## src/hdl/assert_macros.svh

```systemverilog
// ----------------------------------------------------------------------------
// Assertion macros
// Concurrent checks clocked on clk and held off while arst_n is low.
// ----------------------------------------------------------------------------
`ifndef ASSERT_MACROS_SVH
`define ASSERT_MACROS_SVH
`ifndef SYNTHESIS
`define ASSERT_HOLDS(lbl, cond, msg) \
	lbl: assert property (@(posedge clk) disable iff (!arst_n) (cond)) else $error(msg);
`define ASSERT_IMPLIES(lbl, ante, cons, msg) \
	lbl: assert property (@(posedge clk) disable iff (!arst_n) (ante) |-> (cons)) \
		else $error(msg);
`else
`define ASSERT_HOLDS(lbl, cond, msg)
`define ASSERT_IMPLIES(lbl, ante, cons, msg)
`endif
`endif

```

## src/hdl/mwsm_pkg.sv

```systemverilog
// ----------------------------------------------------------------------------
// mwsm_pkg
// Shared types, widths and helpers of the mecanum wheel speed mixer.
// ----------------------------------------------------------------------------
`default_nettype none

package mwsm_pkg;

	localparam int WHEELS      = 4;
	localparam int IN_W        = 16;
	localparam int WHEEL_W     = 18;
	localparam int PEAK_W      = 17;
	localparam int SPEED_W     = 15;
	localparam int ACCEL_W     = 8;
	localparam int DVD_W       = PEAK_W + SPEED_W;
	localparam int DIV_STEPS   = SPEED_W;
	localparam int IN_TDATA_W  = 56;
	localparam int OUT_TDATA_W = 80;
	localparam int QUEUE_DEPTH = 4;

	localparam int CFG_ADDR_W = 3;
	localparam int CFG_DATA_W = SPEED_W;

	localparam logic [CFG_ADDR_W-1:0] REG_MAX_RPM  = 3'd0;
	localparam logic [CFG_ADDR_W-1:0] REG_INV_LF   = 3'd1;
	localparam logic [CFG_ADDR_W-1:0] REG_INV_RF   = 3'd2;
	localparam logic [CFG_ADDR_W-1:0] REG_INV_LR   = 3'd3;
	localparam logic [CFG_ADDR_W-1:0] REG_INV_RR   = 3'd4;

	localparam logic [SPEED_W-1:0] MAX_RPM_RESET = 15'd3000;

	typedef logic [WHEELS-1:0][WHEEL_W-1:0] wheels_t;

	// one mixed command between front and back
	typedef struct packed {
		wheels_t              w;
		logic [PEAK_W-1:0]    peak;
		logic                 scale;
		logic [ACCEL_W-1:0]   accel;
	} cmd_t;

	typedef struct packed {
		logic full;
		logic empty;
	} q_stat_t;

	function automatic logic [PEAK_W-1:0] wheel_mag(input logic [WHEEL_W-1:0] w);
		logic [WHEEL_W-1:0] n;
		n = w[WHEEL_W-1] ? (~w + 1'b1) : w;
		return n[PEAK_W-1:0];
	endfunction

endpackage

`default_nettype wire

```

## src/hdl/mwsm_queue.sv

```systemverilog
// ----------------------------------------------------------------------------
// mwsm_queue
// Short command queue between the mixing front and the scaling back.
// ----------------------------------------------------------------------------
`default_nettype none

module mwsm_queue #(
	parameter int DEPTH = mwsm_pkg::QUEUE_DEPTH
) (
	input  wire logic             clk,
	input  wire logic             arst_n,
	input  wire logic             push,
	input  wire mwsm_pkg::cmd_t   wr_data,
	input  wire logic             pop,
	output mwsm_pkg::cmd_t        rd_data,
	output mwsm_pkg::q_stat_t     stat
);

	localparam int PTR_W = (DEPTH > 1) ? $clog2(DEPTH) : 1;
	localparam int CNT_W = $clog2(DEPTH + 1);
	localparam logic [PTR_W-1:0] LAST_PTR = PTR_W'(DEPTH - 1);
	localparam logic [CNT_W-1:0] FULL_CNT = CNT_W'(DEPTH);

	mwsm_pkg::cmd_t     mem_q [DEPTH];
	logic [PTR_W-1:0]   wr_ptr_q;
	logic [PTR_W-1:0]   rd_ptr_q;
	logic [CNT_W-1:0]   cnt_q;

	assign stat.full  = (cnt_q == FULL_CNT);
	assign stat.empty = (cnt_q == '0);
	assign rd_data    = mem_q[rd_ptr_q];

	always_ff @(posedge clk or negedge arst_n) begin
		if (!arst_n) begin
			wr_ptr_q <= '0;
			rd_ptr_q <= '0;
			cnt_q    <= '0;
		end else begin
			if (push) begin
				wr_ptr_q <= (wr_ptr_q == LAST_PTR) ? '0 : wr_ptr_q + 1'b1;
			end
			if (pop) begin
				rd_ptr_q <= (rd_ptr_q == LAST_PTR) ? '0 : rd_ptr_q + 1'b1;
			end
			if (push && !pop) begin
				cnt_q <= cnt_q + 1'b1;
			end else if (pop && !push) begin
				cnt_q <= cnt_q - 1'b1;
			end
		end
	end

	always_ff @(posedge clk) begin
		if (push) begin
			mem_q[wr_ptr_q] <= wr_data;
		end
	end

endmodule

`default_nettype wire

```

## config.mk

```make
export PLATFORM = sky130hd
export DESIGN_NAME = mwsm_queue
export DESIGN_NICKNAME = d
export VERILOG_FILES = /design/src/hdl/assert_macros.svh /design/src/hdl/mwsm_pkg.sv /design/src/hdl/mwsm_queue.sv
export SDC_FILE = /design/constraint.sdc
export NUM_CORES = 1
export LEC_CHECK = 0
export BUFFER_PORTS_ARGS = -buffer_cell sky130_fd_sc_hd__buf_2
export CAP_MARGIN = 15
export CORE_UTILIZATION = 60
export DETAILED_ROUTE_END_ITERATION = 6
export PLACE_DENSITY = 0.81
export SYNTH_ARGS = -nofsm -noshare
export SYNTH_HDL_FRONTEND = slang
export SYNTH_SLANG_ARGS = --single-unit
export TNS_END_PERCENT = 30
```

## constraint.sdc

```tcl
create_clock -name clk -period 5.02 [get_ports clk]
set_input_delay 0.502 -clock clk [delete_from_list [all_inputs] [get_ports clk]]
set_output_delay 0.502 -clock clk [all_outputs]
set_load 0.02 [all_outputs]
```

## Yosys cells after proc, flatten, opt, wreduce, memory -nomap -nowiden

Memory sizes are Yosys's and may differ from the RTL's.
Cells that the tools add are included.

| cells by class | value |
|---|---|
| eq/ne operators | 3 |
| multiplexer cells | 6 |
| add/sub/neg operators | 4 |
| reduce and logical (&&, ||, !) cells | 6 |

Operator list:

| kind | number |
|---|---|
| $mux W3 | 2 |
| $add A2 B1 Y2 const B | 2 |
| $eq A2 B2 Y1 const B | 2 |
| $mux W2 | 2 |
| $add A3 B1 Y3 const B | 1 |
| $eq A3 B3 Y1 const B | 1 |
| $logic_not A3 Y1 | 1 |
| $sub A3 B1 Y3 const B | 1 |
| $logic_and A1 B1 Y1 | 2 |
| $logic_not A1 Y1 | 2 |
| $mux W1 | 2 |
| $reduce_bool A2 Y1 | 1 |

| word-level totals | value |
|---|---|
| bits in writable memories | 392 |
| input port bits | 102 |
| word-level logic and storage cells | 23 |
| memories kept | 1 |
| flip-flop bits (word level) | 7 |
| output and inout port bits | 100 |

Memories:

| name | depth | bits a word | rd ports | clocked after memory_dff | wr ports | line | text |
|---|---|---|---|---|---|---|---|
| mem_q | 4 | 98 | 1 | 0 | 1 | mwsm_queue.sv:24 | `mwsm_pkg::cmd_t mem_q [DEPTH];` |

## Depth between registers and ports, before layout

Gate-level depths: netlist of the first run.

| logic depth | value |
|---|---|
| depth in word-level cells | 4 |
| gate-level depth with buffers | 7 |
| mapped depth without buffers | 7 |

## Worst setup path after synthesis of the first run

OpenSTA, ideal clock, no wires.

| path | value |
|---|---|
| path kind | register -> register |
| start | reg wr_ptr_q[0] |
| end | mem mem_q[0][0] in the netlist's numbering (enable) |
| data required time | 4.552 ns |
| path buffers | 0 |
| stages on the path, launching flop included | 4 |
| library setup time | 0.468 ns |
| arrival time | 2.890 ns |
| path slack | 1.663 ns |
| clock period less this slack | 3.357 ns |
| cells stage by stage | dfrtp_1 inv_1 ha_1 and2_1 |

RTL lines:

| element | line | text |
|---|---|---|
| start, declared | mwsm_queue.sv:25 | `logic [PTR_W-1:0] wr_ptr_q;` |
| start signal, assigned | mwsm_queue.sv:40 | `wr_ptr_q <= (wr_ptr_q == LAST_PTR) ? '0 : wr_ptr_q + 1'b1;` |
| end, declared | mwsm_queue.sv:24 |  |

Straight into the memory's write port.

==> results of run 1 <==
==> flip-flops by register name, summed over array words and instances, names as in the netlist <==
| register | flops |
|---|---|
| rd_ptr_q | 2 |
| mem_q | 392 |
| wr_ptr_q | 2 |
| cnt_q | 3 |
==> cell type report <==
class                   instances  share of cell area
inverters                       4            0.000881
diodes                          4            0.000587
repair buffers                209              0.0634
multi-input cells             124               0.143
clock buffers                  47              0.0590
flip-flops and latches        399               0.701
clock inverters                21             0.00851
well taps                     319              0.0234
==> how the worst max path moves through the flow <==
stage | from | end | slack, ns | cells past startpoint
3_5_place_dp | rd_ptr_q[1] | rd_data[7] | 2.15 | 3
4_1_cts | rd_ptr_q[1] | rd_data[7] | 1.62 | 3
5_1_grt | rd_ptr_q[1] | rd_data[7] | 1.56 | 3
6_report | rd_ptr_q[1] | rd_data[65] | 1.67 | 3
3_3_place_gp | rd_ptr_q[1] | rd_data[7] | 2.18 | 3
2_1_floorplan | wr_ptr_q[0] | mem_q[0][0] | 1.66 | 3
==> layer usage <==
layer | up-vias | track usage
li1 | 2825 | -
met1 | 3429 | 0.272
met2 | 201 | 0.368
met3 | 57 | 0.0479
met4 | 2 | 0.0783
met5 | - | 0
==> report_power, final <==
| group | total [W] | leakage (nW) | internal (W) | switching [W] |
|---|---|---|---|---|
| sequential | 0.00455 | 3.68 | 0.00428 | 0.000268 |
| combinational | 0.00296 | 1.58 | 0.00124 | 0.00172 |
| clock | 0.00265 | 0.559 | 0.00152 | 0.00113 |
| total | 0.0102 | 5.82 | 0.00704 | 0.00312 |
==> cell families after synthesis <==
group,synth area share
simple gates,0.00384
buf+inv,0.0190
xor+xnor,0.00179
flops,0.815
compound gates,0.000683
mux,0.153
fa+ha+maj,0.00649
==> through the flow <==
step                utilization  instances
global route              0.720       1125
finish                    0.720       1127
floorplan                     -        549
detailed placement        0.670       1054
CTS                       0.719       1123
global placement          0.670       1054
==> worst reg2reg max path: stages (launching register included) <==
cell     delay [ns]
dfrtp_1        0.42
inv_1          0.12
ha_1           0.17
and2_4         0.90
buf_4          0.54
==> cell usage in the layout (no fill, tap or decap) <==
cell	n
and2_4	4
buf_12	1
buf_2	201
buf_4	6
bufinv_16	2
clkbuf_1	8
clkbuf_16	39
clkinv_1	13
clkinv_2	4
clkinvlp_4	1
dfrtp_1	5
dfrtp_4	2
diode_2	4
dlygate4sd3_1	1
edfxtp_1	392
fa_1	1
ha_1	6
inv_1	4
inv_6	1
mux2_2	3
mux4_2	98
nand2_1	2
nor2_1	3
nor3_1	1
nor3b_1	1
o21ai_0	2
xnor2_1	1
xor2_1	2
==> timing repair <==
| item | 4_1_cts | 5_1_grt |
|---|---|---|
| endpoints found under the hold margin | 7 | 0 |
| endpoints found under the setup margin | 0 | 0 |
| hold buffers | 1 | 0 |
==> impl_metrics.py, run 1 <==
metrics = {
    "detailed_routing": {
        "wl_met3_um": 1570,
        "first_iter_violations": 497,
        "routed_via_density": 5.78,
        "ant_nets": 0,
        "topRoutingLayerUsed": "met5",
        "drc": 0,
        "via_count": 6514,
        "met1_length_um": 9870,
        "firstDrtPassIters": 4,
        "drt_wl_total_um": 26000,
        "wl_met2_um": 13900,
        "wl_per_cell_um": 23.1,
    },
    "setup_path": {
        "reg2regPathDepth": 4,
        "startpoint_type": "flip-flop",
        "endpoint_kind": "output port",
        "rrSetupSlack_ns": 2.54,
        "cp.required_ns": 4.52,
        "path_buf_inv": 2,
        "critPathSlowestCell": "dfrtp_4",
        "cp_top_family": "flip-flops",
        "r2r-start": "wr_ptr_q[0]",
        "critical_path_class": "reg2out",
        "crit_arrival_ns": 2.85,
        "path_max_fanout": 51,
        "crit_path_max_incr_delay_ns": 0.90,
        "timing.rr.end": "mem_q[2][43]",
        "cp_cell_sequence": "buf_4 > mux4_2 > buf_2",
    },
    "timing": {
        "slew_violations": 0,
        "hold_slack_ns": 0.205,
        "tns_ns": 0,
        "max_freq_mhz": 298,
        "setup_viol": 0,
        "relSlewSlack": 0.254,
        "hold_viol": 0,
        "fin_ws_ns": 1.67,
        "skew_ns": 0.0119,
        "period_minus_slack_ns": 3.35,
        "worstMarginPinSlew_ns": 1.12,
        "rsz0062_at_grt": "no",
        "fin_crit_sh": 0.668,
    },
    "clocking": {
        "cts_setup_buffers": 0,
        "cts_max_path_buffers": 3,
        "numCtsBuffers": 39,
        "cts_resized": 0,
        "root_buffer": "clkbuf_16",
        "cts_max_level": 2,
        "clock_latency_ns": 0.51,
        "clkTransAtPathRegs_ns": 0.06,
        "cts_tree": "yes",
        "clock-sinks": 399,
    },
    "layout": {
        "fill_cells": 1429,
        "nets": 886,
        "design_area_um2": 17000,
        "multi_input_area_um2": 2440,
        "drive_gt1_frac": 0.450,
        "syn_to_final_growth_pct": 16.3,
        "register_area_um2": 12000,
    },
    "logic_synthesis": {
        "syn_inst": 549,
        "synthTopCellsByArea": "edfxtp_1 (80%), mux4_2 (15%), buf_12 (1.2%), dfrtp_1 (1.2%), ha_1 (0.51%)",
        "synth_top_area_frac": 0.803,
        "yosysSeqAreaShare": 0.815,
        "syn_area_um2": 14700,
        "avgSynthCellArea_um2": 26.7,
        "synth_most_common_cell": "edfxtp_1",
        "yosys_warnings": 0,
        "yosys.area.top_type": "edfxtp_1",
        "async_flop_share": 0.0175,
        "synth_ff_type": "edfxtp_1",
        "yosysUniqueCellTypes": 20,
        "ys_ff_latch": 399,
        "netlist_top_cells_count": "edfxtp_1 (392), mux4_2 (98), buf_2 (10)",
        "synth_edf_count": 392,
        "syn_nets": 658,
    },
    "placed_design": {
        "dpl-instance-area_um2": 15900,
        "hpwl_um": 15200,
        "dp_slack_ns": 2.15,
        "place.gp.congestion": 0.722,
        "port_buffers": 201,
    },
    "power": {
        "max-vdd-ir-drop_v": 0.000372,
        "power_w": 0.0102,
        "p_leak_nw": 5.82,
        "power_density_nw_per_um2": 596,
    },
    "global_routing": {
        "antenna_found_initial": 5,
        "grt_pass1_wl_um": 38700,
        "grt-ovfl-total": 0,
        "grt_usage": 0.215,
        "grt_pass1_vias": 6880,
        "grt_max_degree": 76,
    },
    "floorplan": {
        "core_region_area_um2": 23700,
        "num_rows": 56,
        "die_y_um": 158,
        "start_util": 0.619,
        "die-area_um2": 25100,
        "fp.dieW_um": 158,
        "boundaryPins": 202,
    },
    "min_path": {
        "whs_path_depth": 1,
        "worstHoldPathType": "in2reg",
        "hold_end": "mem_q[2][25]",
        "hp-start": "wr_data[25]",
    },
    "outcome": {
        "status": "completed",
    },
    "job": {
        "cap_violations": 0,
    },
}
Power figures use the tool's default switching activity.
==> run 2, diff against run 1 <==
ABC_AREA = 1   (was default)
CORE_UTILIZATION = 58   (was 60)
PLACE_DENSITY = 0.78   (was 0.81)
clock period = 3.3 ns   (was 5.02 ns; I/O delays follow)
==> run 2 against run 1 <==
Net effect:
- critical path depth increased by 3
- register-to-register slack got worse by 1.2 ns
- die area increased by 13%
- clock power increased by 49%
- sequential cell count unchanged
- non-clock buffer count increased by 12
- hold slack got worse by 0.17 ns
- via count increased by 43%
- largest cell class unchanged
==> impl_metrics.py, run 2 <==
metrics = {
    "outcome": {
        "status": "completed",
    },
    "clocking": {
        "cts_max_path_buffers": 3,
        "numCtsBuffers": 39,
        "clkTransAtPathRegs_ns": 0.06,
        "cts_max_level": 2,
        "cts_tree": "yes",
        "root_buffer": "clkbuf_16",
        "clock_latency_ns": 0.51,
        "clock-sinks": 399,
    },
    "power": {
        "power_frac_seq": 0.416,
        "power.switching_w": 0.00572,
        "p_int_w": 0.0104,
        "p_sw_frac": 0.355,
        "clockPowerShare": 0.246,
        "power_density_nw_per_um2": 875,
        "p_comb_frac": 0.338,
        "max-vdd-ir-drop_v": 0.000566,
        "p_leak_nw": 7.46,
    },
    "global_routing": {
        "grt-ovfl-total": 0,
        "antenna_found_initial": 6,
        "grt_max_degree": 113,
        "grt_pass1_vias": 9260,
        "grt_usage": 0.215,
        "grt_pass1_wl_um": 46900,
    },
    "logic_synthesis": {
        "yosys.area.top_type": "edfxtp_1",
        "synth_most_common_cell": "edfxtp_1",
        "syn_inst": 1195,
        "synth_edf_count": 392,
        "yosysSeqAreaShare": 0.743,
        "yosys_warnings": 0,
        "syn_nets": 1304,
        "ys_ff_latch": 399,
        "async_flop_share": 0.0175,
        "synth_top_area_frac": 0.732,
        "synthTopCellsByArea": "edfxtp_1 (73%), o211ai_1 (9.2%), nand2_1 (7.2%), inv_1 (4.8%), buf_6 (2.5%)",
        "netlist_top_cells_count": "edfxtp_1 (392), nand2_1 (309), inv_1 (207)",
        "yosysUniqueCellTypes": 19,
        "syn_area_um2": 16100,
        "synth_ff_type": "edfxtp_1",
        "avgSynthCellArea_um2": 13.5,
    },
    "setup_path": {
        "timing.rr.end": "mem_q[2][55]",
        "critPathMostFrequentCell": "nand2_1",
        "path_buf_inv": 3,
        "critPathSlowestCell": "inv_8",
        "path_max_fanout": 112,
        "cp_top_family": "buffers and inverters",
        "critical_path_class": "reg2out",
        "rrSetupSlack_ns": 1.30,
        "cp_cell_sequence": "inv_8 > buf_12 > nand2_1 > o211ai_1 > nand2_1 > buf_2",
        "cp.required_ns": 2.97,
        "crit_arrival_ns": 2.45,
        "crit_path_max_incr_delay_ns": 0.48,
        "r2r-start": "wr_ptr_q[0]",
        "crit_cells": 6,
        "reg2regPathDepth": 5,
        "endpoint_kind": "output port",
        "startpoint_type": "flip-flop",
    },
    "detailed_routing": {
        "wl_per_cell_um": 16.8,
        "first_iter_violations": 657,
        "routed_via_density": 5.20,
        "drt_wl_total_um": 30100,
        "ant_nets": 0,
        "via_count": 9316,
        "firstDrtPassIters": 5,
        "drc": 0,
    },
    "timing": {
        "fin_crit_sh": 0.842,
        "hold_slack_ns": 0.0341,
        "period_minus_slack_ns": 2.78,
        "tns_ns": 0,
        "max_freq_mhz": 360,
        "slew_violations": 0,
        "setup_viol": 0,
        "worstMarginPinSlew_ns": 0.684,
        "fin_ws_ns": 0.521,
        "relSlewSlack": 0.544,
        "hold_viol": 0,
        "skew_ns": 0.00924,
        "rsz0062_at_grt": "no",
    },
    "layout": {
        "final_common_cell": "edfxtp_1",
        "syn_to_final_growth_pct": 14.4,
        "fill_cells": 1837,
        "drive_gt1_frac": 0.193,
        "layout_common_cells": "edfxtp_1 (392), nand2_1 (309), inv_1 (203), buf_2 (201), o211ai_1 (196)",
        "top_register": "mem_q",
        "reg_top3": "mem_q: 392 flops, cnt_q: 3 flops",
        "largest_register_ffs": 392,
        "nets": 1502,
    },
    "job": {
        "cap_violations": 0,
    },
    "placed_design": {
        "place.gp.congestion": 0.753,
        "hpwl_um": 17800,
        "port_buffers": 201,
        "dp_slack_ns": 1.10,
    },
    "floorplan": {
        "die_y_um": 168,
        "start_util": 0.593,
        "core_region_area_um2": 27100,
        "die-area_um2": 28400,
        "boundaryPins": 202,
        "fp.dieW_um": 168,
        "num_rows": 60,
    },
    "min_path": {
        "hp-start": "wr_data[8]",
        "whs_path_depth": 1,
        "hold_end": "mem_q[1][8]",
        "worstHoldPathType": "in2reg",
    },
}
run 2: what timing repair did:
action                                 4_1_cts  5_1_grt
buffers inserted                             0        0
hold buffers                                 1        0
resized for setup                            0        0
endpoints found under the hold margin        7        0
run 2: metal layers:
| layer | track usage | vias up | wire [um] | share of wire |
|---|---|---|---|---|
| met5 | 0 | - | 27 | 0.00090 |
| met4 | 0.0668 | 4 | 678 | 0.023 |
| met3 | 0.0601 | 59 | 2070 | 0.069 |
| met2 | 0.378 | 240 | 15200 | 0.50 |
| met1 | 0.258 | 4433 | 12100 | 0.40 |
| li1 | - | 4580 | - | - |
run 2: through the flow:
step / std cells / util / total power [W] / cell area (um2)
2_1_floorplan: 1195 / - / 0.0108 / 16100
3_3_place_gp: 1723 / 0.636 / 0.0121 / 17200
3_5_place_dp: 1723 / 0.636 / 0.0123 / 17200
4_1_cts: 1789 / 0.678 / 0.0162 / 18400
5_1_grt: 1789 / 0.678 / 0.0169 / 18400
6_report: 1792 / 0.679 / 0.0161 / 18400
run 2: power by group through the flow:
stage / Combinational [W] / Sequential (W) / Clock [W]
2_1_floorplan: 0.00399 / 0.00681 / 0
3_3_place_gp: 0.00535 / 0.00677 / 0
3_5_place_dp: 0.00547 / 0.00680 / 0
4_1_cts: 0.00551 / 0.00670 / 0.00402
5_1_grt: 0.00596 / 0.00676 / 0.00421
6_report: 0.00544 / 0.00670 / 0.00396
run 2: cell families after synthesis:
group / Yosys count / synth area share
flip-flops: 399 / 0.743
adder cells (fa/ha/maj): 7 / 0.00592
XOR/XNOR: 1 / 0.000545
AO/OA/AOI/OAI: 200 / 0.0928
AND/OR/NAND/NOR: 315 / 0.0740
buffers and inverters: 273 / 0.0835
run 2: final cells by class:
| cell class | instances | area (um2) | share of cell area |
|---|---|---|---|
| Inverter | 209 | 805 | 0.0437 |
| Sequential cell | 399 | 12000 | 0.650 |
| Tap cell | 372 | 465 | 0.0253 |
| Antenna cell | 3 | 7.51 | 0.000408 |
| Clock inverter | 11 | 52.6 | 0.00286 |
| Timing Repair Buffer | 221 | 1250 | 0.0677 |
| Clock buffer | 54 | 1080 | 0.0590 |
| Multi-Input combinational cell | 523 | 2780 | 0.151 |
run 2: how the worst max path moves through the flow:
| stage | slack [ns] | startpoint | to |
|---|---|---|---|
| 2_1_floorplan | 0.30 | wr_ptr_q[0] | mem_q[2][0] |
| 3_3_place_gp | 1.18 | rd_ptr_q[0] | rd_data[2] |
| 3_5_place_dp | 1.10 | rd_ptr_q[0] | rd_data[10] |
| 4_1_cts | 0.52 | rd_ptr_q[0] | rd_data[75] |
| 5_1_grt | 0.35 | rd_ptr_q[0] | rd_data[4] |
| 6_report | 0.52 | rd_ptr_q[0] | rd_data[75] |
