`src/hdl/assert_macros.svh`:
```
// ----------------------------------------------------------------------------
// Assertion macros
// Concurrent checks clocked on clk and held off while arst_n is low.
// ----------------------------------------------------------------------------
`ifndef ASSERT_MACROS_SVH
`define ASSERT_MACROS_SVH
`ifndef SYNTHESIS
`define ASSERT_HOLDS(lbl, cond, msg) \
	lbl: assert property (@(posedge clk) disable iff (!arst_n) (cond)) else $error(msg);
`define ASSERT_IMPLIES(lbl, ante, cons, msg) \
	lbl: assert property (@(posedge clk) disable iff (!arst_n) (ante) |-> (cons)) \
		else $error(msg);
`else
`define ASSERT_HOLDS(lbl, cond, msg)
`define ASSERT_IMPLIES(lbl, ante, cons, msg)
`endif
`endif

```
`src/hdl/mwsm_pkg.sv`:
```
// ----------------------------------------------------------------------------
// mwsm_pkg
// Shared types, widths and helpers of the mecanum wheel speed mixer.
// ----------------------------------------------------------------------------
`default_nettype none

package mwsm_pkg;

	localparam int WHEELS      = 4;
	localparam int IN_W        = 16;
	localparam int WHEEL_W     = 18;
	localparam int PEAK_W      = 17;
	localparam int SPEED_W     = 15;
	localparam int ACCEL_W     = 8;
	localparam int DVD_W       = PEAK_W + SPEED_W;
	localparam int DIV_STEPS   = SPEED_W;
	localparam int IN_TDATA_W  = 56;
	localparam int OUT_TDATA_W = 80;
	localparam int QUEUE_DEPTH = 4;

	localparam int CFG_ADDR_W = 3;
	localparam int CFG_DATA_W = SPEED_W;

	localparam logic [CFG_ADDR_W-1:0] REG_MAX_RPM  = 3'd0;
	localparam logic [CFG_ADDR_W-1:0] REG_INV_LF   = 3'd1;
	localparam logic [CFG_ADDR_W-1:0] REG_INV_RF   = 3'd2;
	localparam logic [CFG_ADDR_W-1:0] REG_INV_LR   = 3'd3;
	localparam logic [CFG_ADDR_W-1:0] REG_INV_RR   = 3'd4;

	localparam logic [SPEED_W-1:0] MAX_RPM_RESET = 15'd3000;

	typedef logic [WHEELS-1:0][WHEEL_W-1:0] wheels_t;

	// one mixed command between front and back
	typedef struct packed {
		wheels_t              w;
		logic [PEAK_W-1:0]    peak;
		logic                 scale;
		logic [ACCEL_W-1:0]   accel;
	} cmd_t;

	typedef struct packed {
		logic full;
		logic empty;
	} q_stat_t;

	function automatic logic [PEAK_W-1:0] wheel_mag(input logic [WHEEL_W-1:0] w);
		logic [WHEEL_W-1:0] n;
		n = w[WHEEL_W-1] ? (~w + 1'b1) : w;
		return n[PEAK_W-1:0];
	endfunction

endpackage

`default_nettype wire

```
`src/hdl/mwsm_front.sv`:
```
// ----------------------------------------------------------------------------
// mwsm_front
// Accepts items, mixes the four wheel speeds and flags those needing scaling.
// ----------------------------------------------------------------------------
`default_nettype none

module mwsm_front (
	input  wire logic                                  clk,
	input  wire logic                                  arst_n,
	input  wire logic                                  s_tvalid,
	output logic                                       s_tready,
	// forward_speed, strafe_speed, turn_speed, accel
	input  wire logic [mwsm_pkg::IN_TDATA_W-1:0]       s_tdata,
	input  wire logic [mwsm_pkg::SPEED_W-1:0]          max_rpm,
	input  wire mwsm_pkg::q_stat_t                     q_stat,
	output logic                                       push,
	output mwsm_pkg::cmd_t                             cmd
);

	localparam int W = mwsm_pkg::WHEEL_W;
	localparam int I = mwsm_pkg::IN_W;

	logic                              vld_s1;
	mwsm_pkg::wheels_t                 w_s1;
	logic [mwsm_pkg::ACCEL_W-1:0]      accel_s1;
	logic                              adv;
	logic [W-1:0]                      f;
	logic [W-1:0]                      s;
	logic [W-1:0]                      t;
	mwsm_pkg::wheels_t                 mix;
	logic [mwsm_pkg::PEAK_W-1:0]       peak;
	logic [mwsm_pkg::PEAK_W-1:0]       mg;

	assign adv      = !vld_s1 || !q_stat.full;
	assign s_tready = adv;
	assign push     = vld_s1 && !q_stat.full;

	always_comb begin
		f = {{(W-I){s_tdata[I-1]}}, s_tdata[I-1:0]};
		s = {{(W-I){s_tdata[2*I-1]}}, s_tdata[2*I-1:I]};
		t = {{(W-I){s_tdata[3*I-1]}}, s_tdata[3*I-1:2*I]};
		mix[0] = f + s - t;
		mix[1] = f - s + t;
		mix[2] = f - s - t;
		mix[3] = f + s + t;
	end

	always_ff @(posedge clk or negedge arst_n) begin
		if (!arst_n) begin
			vld_s1 <= 1'b0;
		end else if (adv) begin
			vld_s1 <= s_tvalid;
		end
	end

	always_ff @(posedge clk) begin
		if (adv && s_tvalid) begin
			w_s1     <= mix;
			accel_s1 <= s_tdata[3*I +: mwsm_pkg::ACCEL_W];
		end
	end

	always_comb begin
		peak = '0;
		mg   = '0;
		for (int i = 0; i < mwsm_pkg::WHEELS; i++) begin
			mg = mwsm_pkg::wheel_mag(w_s1[i]);
			if (mg > peak) begin
				peak = mg;
			end
		end
		cmd.w     = w_s1;
		cmd.peak  = peak;
		cmd.scale = peak > {{(mwsm_pkg::PEAK_W-mwsm_pkg::SPEED_W){1'b0}}, max_rpm};
		cmd.accel = accel_s1;
	end

endmodule

`default_nettype wire

```
`config.mk`:
```
export PLATFORM = sky130hd
export DESIGN_NAME = mwsm_front
export DESIGN_NICKNAME = d
export VERILOG_FILES = /design/src/hdl/assert_macros.svh /design/src/hdl/mwsm_pkg.sv /design/src/hdl/mwsm_front.sv
export SDC_FILE = /design/constraint.sdc
export NUM_CORES = 1
export LEC_CHECK = 0
export ABC_AREA = 1
export BUFFER_PORTS_ARGS = -buffer_cell sky130_fd_sc_hd__clkbuf_2
export CORE_MARGIN = 2
export CORE_UTILIZATION = 48
export CTS_BUF_LIST = sky130_fd_sc_hd__clkbuf_2 sky130_fd_sc_hd__clkbuf_4 sky130_fd_sc_hd__clkbuf_8
export DETAILED_ROUTE_END_ITERATION = 16
export GPL_ROUTABILITY_DRIVEN = 0
export PLACE_DENSITY = 0.69
export SLEW_MARGIN = 5
export SYNTH_ARGS = -nofsm -noshare
export SYNTH_HDL_FRONTEND = slang
export SYNTH_SLANG_ARGS = --single-unit
```
`constraint.sdc`:
```
create_clock -name clk -period 18.5 [get_ports clk]
set_clock_uncertainty 0.1 [all_clocks]
set_input_delay 2.775 -clock clk [delete_from_list [all_inputs] [get_ports clk]]
set_output_delay 2.775 -clock clk [all_outputs]
set_load 0.02 [all_outputs]
```
# Word-level counts from Yosys, hierarchy flattened
# Index checks and enable logic that the tools add are counted.
# W data, S select, Z words.
# op_classes
add_sub_neg,10
bitwise_logic,4
n_reduce_logical,5
n_lt_le_gt_ge,5
muxes,8
# ops
cell,count
$mux W17,8
$add A17 B1 Y17 const B,4
$not A17 Y17,4
$gt A17 B17 Y1,3
$add A17 B16 Y18,2
$sub A17 B16 Y18,2
$add A16 B16 Y17,1
$gt A17 B1 Y1 const B,1
$gt A17 B15 Y1,1
$sub A16 B16 Y17,1
$logic_and A1 B1 Y1,2
$logic_not A1 Y1,2
$logic_or A1 B1 Y1,1
# totals
ff_bits,81
out_inout_bits,100
wordCells,38
inputBits,76

# Logic depth before layout (Yosys ltp)
# Gate-level depths: netlist of run 1.
# depth
depth_word,12
mapped_depth,56
ltp_nobuf,54

# Worst setup path after synthesis of run 1
# No wires, ideal clock.
# synth_timing
path_kind,flip-flop to output port
start,"register w_s1, in the netlist cmd[44]"
end,output cmd[8] (netlist name)
required_ns,15.625
path_buffers,4
path_slack_ns,8.573
path_stages_with_launch,53
arrival_ns,7.052
path_cell_list,edfxtp_1 inv_1 ha_1 nand2_1 nor2_1 nand2_1 nand2_1 o21ai_0 xor2_1 ha_1 nand2_1 nand2_1 nand3_1 nand2_1 a21oi_1 nand3_2 nand2_2 buf_6 [... 17 more ...] nand2_1 nand2_1 nand3_1 nand2_2 inv_1 buf_2 o21ai_0 ha_1 a21oi_1 o21ai_0 a21oi_1 nand2_1 nand2_1 nand2_1 nand2_1 a21oi_1 nor2_1 nand2_1
# synth_lines
item,line_no,source
from (decl),mwsm_front.sv:24,mwsm_pkg::wheels_t w_s1;
from (signal assigned),mwsm_front.sv:58,w_s1 <= mix;
to (decl),mwsm_front.sv:17,output mwsm_pkg::cmd_t cmd

==> summary.txt, run 1 <==
Layout
  – Commonest non-fill, non-tap cell in the layout: nand2_1
  – Layout fillers: 2,187
  – Layout net count: 1,930
  – Final core area utilization: 54.2%
  – Post-route cell area: 12,100 um2
  – Area grow syn2layout: 11.8%
  – Final non-filler cell total: 1,968
  – Most frequent cells in the layout: nand2_1 (353), inv_1 (223), clkbuf_2 (174), ha_1 (170), nor2_1 (131)
  – Antenna cell count: 0
  – Share of cells above drive strength 1: approximately an eighth

GRT
  – Gr ovfl total: 0
  – Overall routing resource usage: 25.1%
  – Largest net degree at the start of global routing: 64
  – First-pass GRT wire length: 47,800 um
  – Initial antenna violation count: 0
  – Vias in the first global route: about 9,700

Place
  – Cell total after placement: 1,952
  – Detail Placement HPWL: 26,200 um
  – PortBufs: between 150 and 200
  – Place WS: 6.97 ns
  – Post-DP Area: 11,900 um2

Worst setup path
  – RR Endpoint: cmd[61]$_DFFE_PP_
  – Worst Path Arrival: 9.18 ns
  – Crit-path max FO: 29
  – Setup slack, reg-to-reg: 16.38 ns
  – CP required: 15.62 ns
  – Buffers and inverters on the worst path: 6
  – CP top delay family: simple AND/OR/NAND/NOR gates
  – R2R Path Start: vld_s1$_DFFE_PN0N_
  – Worst setup SP type: flop
  – CP peak stage delay: 0.52 ns
  – Worst setup EP type: output port
  – Worst R2R Path Depth: 2
  – Most frequent CP cell: nand2_1
  – Slowest CP cell: edfxtp_1
  – WS Path Type: flop to output port

Power and ir drop
  – Worst IR Drop VDD: 135 uV
  – Power consumption: 2.09 mW
  – Power density of the placed cells: approximately 170 nW/um2
  – Gate power share: between 70 and 80%
  – P_sw: 1.20 mW
  – Clock Power Share: 7.4%
  – Sw frac: 57.3%
  – Int Power: 0.892 mW
  – Leakage: 6.51 nW
  – Sequential power share: 15.1%

Logic synthesis
  – Syn Nets: 1,788
  – Count of cell types in the netlist: 49
  – Main synth FF type: edfxtp_1
  – FFs w/ async S/R, synth: 1.27%
  – Number of synthesis warnings: 0
  – Mapped Avg Cell Area: between 7 and 8 um2
  – Synthesized cell area: around 11,000 um2
  – Yosys reg bits: 79
  – Cells after Synth: 1,536
  – Sequential area share after synthesis: 21.8%
  – Post-synth EDFFs: 78

Detailed routing
  – Starting DRT DRC Count: 627
  – Post-route ant nets: 0
  – DR vias/cell: 5.25
  – Number of remaining DRC errors: 0
  – DRT Pass-1 Iters: 5
  – Vias: 10,300
  – WL final: 30,400 um
  – Routed WL per cell: 15.4 um

Timing
  – Max Fclk: 0.0829 GHz
  – Pins Over Slew Limit: 0
  – Slew headroom: 48.8%
  – Fin. Hold Viols: 0
  – Fin Hold WS: 0.489 ns
  – Fin crit period: around 12 ns
  – Setup WS post-layout: 6.44 ns
  – Worst-Margin Slew: approximately 0.77 ns
  – RSZ-0062 raised after global routing: no
  – Final period util: 65.2%
  – Total negative slack: 0 ns
  – Setup violators final: 0

Floorplan
  – Site Rows: 55
  – Die width: 154 um
  – Core area: 22,400 um2
  – Die ar.: 23,900 um2
  – Die Ht: 154 um
  – IO Pins: 176
  – Starting Density: 48.4%

Clock network
  – Clk slew on worst S/H paths: 0.08 ns
  – Post_cts resized: 0
  – Number of CTS-inserted buffers: 9
  – CTS H-tree depth: 3
  – Clock buffer depth: 2
  – CTS sink cnt: 79
  – Total setup buffers inserted after CTS: 0
  – Worst skew pair latency: 0.36 ns
  – Hold buffer count at CTS: 0
  – CTS tree: done
  – CTS root buf: clkbuf_8

Hold path
  – HP Start: vld_s1$_DFFE_PN0N_
  – Min-delay worst type: flop to flop
  – Cells on Worst Hold Path: 2
  – Hold endpoint: vld_s1$_DFFE_PN0N_

Run
  – # Max-Cap Violations: 0

Status
  – Status: completed
-- power by group through the flow --
| stage | sequential, mW | clock [mW] | combinational, mW |
|---|---|---|---|
| floorplan | 0.338 | 0 | 1.13 |
| CTS | 0.314 | 0.157 | 1.61 |
| global route | 0.319 | 0.163 | 1.82 |
| finish | 0.315 | 0.155 | 1.62 |
| global placement | 0.318 | 0 | 1.57 |
| detailed placement | 0.318 | 0 | 1.60 |
-- synth_stat cells, types with 18 or more instances --
master    count  area [um2]
inv_1       223         837
edfxtp_1     78        2340
clkbuf_1     23        86.3
nor2_1      131         492
o21ai_1      23         115
nor3_1       18        90.1
a21oi_1     124         621
ha_1        170        2130
nand3_1      67         335
nand2_1     353        1330
xor2_1      118        1030
o21ai_0      54         270
-- cell type report --
type	count	area, um2	area share, %
Tap cell	285	357	2.94
Inverter	227	852	7.01
Multi-Input combinational cell	1186	7450	61.3
Clock inverter	6	116	0.958
Sequential cell	79	2370	19.5
Timing Repair Buffer	175	878	7.23
Clock buffer	10	131	1.08
-- flip-flops by register name, summed over array words and instances (netlist names) --
signal / cells
accel_s1: 8
cmd: 70
vld_s1: 1
-- tightest hold or removal path: stages, from the launching register on --
cell and delay (ns):
dfrtp_1 0.42, nand2_1 0.09, nand2_1 0.05
-- routing by layer --
metal / part of all wire, % / track usage, % / up-vias
li1: - / - / 5283
met1: 43 / 31.3 / 4620
met2: 48 / 44.6 / 357
met3: 5.0 / 1.93 / 70
met4: 4.3 / 11.2 / 0
met5: 0 / 0 / -
-- worst max-delay path by stage --
stage / startpoint / to / slack [ns] / cells past startpoint
after floorplan: cmd[44]$_DFFE_PP_ / cmd[8] / 8.57 / 52
after global placement: cmd[44]$_DFFE_PP_ / cmd[8] / 7.08 / 49
after detailed placement: cmd[44]$_DFFE_PP_ / cmd[8] / 6.97 / 49
after CTS: cmd[44]$_DFFE_PP_ / cmd[8] / 6.53 / 49
after global routing: cmd[44]$_DFFE_PP_ / cmd[8] / 5.54 / 49
final: cmd[44]$_DFFE_PP_ / cmd[8] / 6.44 / 49
-- logic make-up after synthesis --
| kind of cell | count (synthesis) | synth area share (%) |
|---|---|---|
| buf+inv | 271 | 9.80 |
| compound gates | 244 | 12.3 |
| fa+ha+maj | 176 | 20.7 |
| flops | 79 | 21.8 |
| simple gates | 631 | 24.6 |
| xor+xnor | 135 | 10.9 |
(Power assumes the default switching activity.)
==> inputs of run 2 (changes only) <==
--- a/config.mk
+++ b/config.mk
@@ -5,7 +5,7 @@
 export SDC_FILE = /design/constraint.sdc
 export NUM_CORES = 1
 export LEC_CHECK = 0
-export ABC_AREA = 1
+export ABC_AREA = 0
 export BUFFER_PORTS_ARGS = -buffer_cell sky130_fd_sc_hd__clkbuf_2
 export CORE_MARGIN = 2
 export CORE_UTILIZATION = 48
==> constraint.sdc (replaced) <==
create_clock -name clk -period 12.63 [get_ports clk]
set_clock_uncertainty 0.1 [all_clocks]
set_input_delay 1.8945 -clock clk [delete_from_list [all_inputs] [get_ports clk]]
set_output_delay 1.8945 -clock clk [all_outputs]
set_load 0.02 [all_outputs]
==> run 2 against run 1 <==
Worst hold slack got worse by 0.051 ns. Synthesized cell count is 23% lower. Clock-buffer cell count decreased by 1. Synthesized area down 6.1%. Final cell count decreased by 18%. Critical path type unchanged. Largest cell class unchanged.
==> summary.txt, run 2 <==
Status
  – Status: completed

Floorplan
  – Site Rows: 53 (-3.6%)
  – Die Ht: 150 um (-3.0%)
  – Starting Density: 48.7% (+0.27 points)
  – Core area: 21,000 um2 (-6.6%)
  – IO Pins: 176 (unchanged)
  – Die width: 150 um (-3.0%)
  – Die ar.: 22,400 um2 (-5.9%)

Logic synthesis
  – Cells after Synth: 1,186 (-23%)
  – Synth cell count leaders: ha_1 (170), inv_1 (105), nor2_1 (97)
  – Synth area leader: edfxtp_1
  – Post-synth EDFFs: 78 (unchanged)
  – Most common cell in the synthesized netlist: ha_1
  – FFs w/ async S/R, synth: 1.27% (unchanged)
  – Main synth FF type: edfxtp_1
  – Yosys top cell area share: 22.9% (+1.4 points)
  – Count of cell types in the netlist: 65 (+33%)
  – Yosys reg bits: 79 (unchanged)
  – Ranking of synthesized cells by area: edfxtp_1 (23%), ha_1 (21%), xnor2_1 (7.8%), a21oi_1 (4.3%), xor2_1 (4.1%)
  – Syn Nets: 1,438 (-20%)
  – Mapped Avg Cell Area: 8.61 um2 (+22%)
  – Synthesized cell area: 10,200 um2 (-6.1%)
  – Sequential area share after synthesis: 23.2% (+1.4 points)
  – Number of synthesis warnings: 0 (unchanged)

Layout
  – Final core area utilization: 54.8% (+0.62 points)
  – Multi-input gate area: 7310 um2 (-1.8%)
  – Largest register FFs: 70 (unchanged)
  – Layout fillers: 1,965 (-10%)
  – Commonest non-fill, non-tap cell in the layout: clkbuf_2
  – Post-route cell area: 11,500 um2 (-5.5%)
  – Final non-filler cell total: 1,617 (-18%)
  – Register area: 2370 um2 (unchanged)
  – Most frequent cells in the layout: clkbuf_2 (174), ha_1 (170), inv_1 (105), nor2_1 (97), xnor2_1 (91)
  – Share of cells above drive strength 1: 16.9% (+3.8 points)
  – Layout net count: 1,589 (-18%)
  – Antenna cell count: 0 (unchanged)
  – Area grow syn2layout: 12.4%

GRT
  – Overall routing resource usage: 23.2% (-1.9 points)
  – First-pass GRT wire length: 41,600 um (-13%)
  – Largest net degree at the start of global routing: 79 (+23%)
  – Gr ovfl total: 0 (unchanged)
  – Vias in the first global route: 8,686 (-10%)
  – Initial antenna violation count: 0 (unchanged)

Worst setup path
  – CP peak stage delay: 0.54 ns (+0.02 ns)
  – Worst setup EP type: output port
  – CP required: 10.64 ns (-4.98 ns)
  – Setup slack, reg-to-reg: 10.82 ns (-5.56 ns)
  – Crit-path max FO: 28 (-3.4%)
  – Slowest CP cell: o21ai_4
  – WS Path Type: flop to output port
  – Worst Path Arrival: 9.74 ns (+0.56 ns)
  – Worst setup SP type: flop
  – Most frequent CP cell: a21oi_1

Power and ir drop
  – Leakage: 5.16 nW (-21%)
  – Power density of the placed cells: 252 nW/um2 (+46%)
  – Worst IR Drop VDD: 152 uV (+13%)

Clock network
  – Clock buffer depth: 2 (unchanged)
  – Hold buffer count at CTS: 0 (unchanged)
  – Worst skew pair latency: 0.35 ns (about the same)
  – CTS H-tree depth: 3 (unchanged)
  – Number of CTS-inserted buffers: 9 (unchanged)
  – Total setup buffers inserted after CTS: 0 (unchanged)
  – CTS sink cnt: 79 (unchanged)
  – CTS tree: done
  – Clk slew on worst S/H paths: 0.08 ns (about the same)
  – CTS root buf: clkbuf_8
  – Post_cts resized: 0 (unchanged)

Place
  – PortBufs: 174 (unchanged)
  – Post-DP Area: 11,300 um2 (-5.0%)
  – Cell total after placement: 1,601 (-18%)
  – Detail Placement HPWL: 22,200 um (-15%)

Timing
  – RSZ-0062 raised after global routing: no
  – Fin. Hold Viols: 0 (unchanged)
  – Total negative slack: 0 ns (unchanged)
  – Pins Over Slew Limit: 0 (unchanged)
  – Setup violators final: 0 (unchanged)
  – Fin Hold WS: 0.438 ns (-0.0511 ns)
  – Final period util: a little over 90%
  – Fin crit period: 11.73 ns
  – Slew headroom: 34.4% (-14 points)
  – Max Fclk: 0.0852 GHz
  – Worst-Margin Slew: 0.983 ns (+0.216 ns)

Detailed routing
  – Routed WL per cell: 16.1 um (+4.6%)
  – Post-route ant nets: 0 (unchanged)
  – WL final: 26,100 um (-14%)
  – Vias: 8,949 (-13%)
  – Starting DRT DRC Count: 466 (-26%)
  – Number of remaining DRC errors: 0 (unchanged)
  – DRT Pass-1 Iters: 5 (unchanged)
  – DR vias/cell: 5.53 (+5.4%)

Run
  – # Max-Cap Violations: 0 (unchanged)

Hold path
  – Min-delay worst type: flop to flop
[run 2: cell types whose count changed in the layout (fill, tap and decap cells not counted), sizes merged, moves of 37 or more]
cell	change
nand2	-278
inv	-122
xnor2	+74
xor2	-70
nand3	-51
a21oi	-37
[run 2: cell type report]
type                            count  share of cell area (%)
Multi-Input combinational cell    964                    63.7
Sequential cell                    79                    20.6
Timing Repair Buffer              177                    7.78
Inverter                          106                    3.47
Tap cell                          275                    3.00
Clock buffer                        9                    1.08
Clock inverter                      7                   0.349
[run 2: worst paths after layout]
kind,startpoint,to,cells after the start
max in group asynchronous,arst_n,vld_s1$_DFFE_PN0N_,1
min reg2reg,vld_s1$_DFFE_PN0N_,vld_s1$_DFFE_PN0N_,2
min in group asynchronous,arst_n,vld_s1$_DFFE_PN0N_,1
max,cmd[52]$_DFFE_PP_,cmd[8],39
min,vld_s1$_DFFE_PN0N_,vld_s1$_DFFE_PN0N_,2
max reg2reg,vld_s1$_DFFE_PN0N_,cmd[59]$_DFFE_PP_,2
[run 2: power by group]
group / total (mW) / switching, mW / internal [mW]
clock: 0.165 / 0.0952 / 0.0696
sequential: 0.453 / 0.0726 / 0.380
combinational: 2.27 / 1.38 / 0.897
total: 2.89 / 1.54 / 1.35
[run 2: logic make-up after synthesis]
family	count (synthesis)	share of synthesized area, %
compound gates	287	18.6
fa+ha+maj	176	22.0
xor+xnor	139	11.9
flops	79	23.2
buf+inv	143	5.33
simple gates	339	16.5
mux	23	2.45
[run 2: metal layers]
layer  part of all wire [%]  global-route usage, %  vias up
met4                    2.5                   8.07        0
met1                     45                   29.6     4126
met5                      0                      0        -
met2                     48                   40.7      222
li1                       -                      -     4555
met3                    4.6                   2.62       46
[run 2: critical path: cells and delay by family, from the launching register on]
| family | cells | cell delay (ns) |
|---|---|---|
| AOI/OAI and AO/OA | 19 | 3.72 |
| muxes | 1 | 0.30 |
| DFF | 1 | 0.49 |
| adders and majority gates | 4 | 1.20 |
| xor gates and xnor gates | 1 | 0.24 |
| buffers and inverters | 3 | 0.44 |
| and+or+nand+nor | 11 | 2.97 |
[run 2: per-stage QoR]
step / power (mW) / setup WS, ns
after floorplan: 2.09 / 1.32
after global placement: 2.65 / 1.06
after detailed placement: 2.70 / 0.914
after CTS: 2.87 / 0.494
after global routing: 3.18 / 0.159
final: 2.89 / 0.895
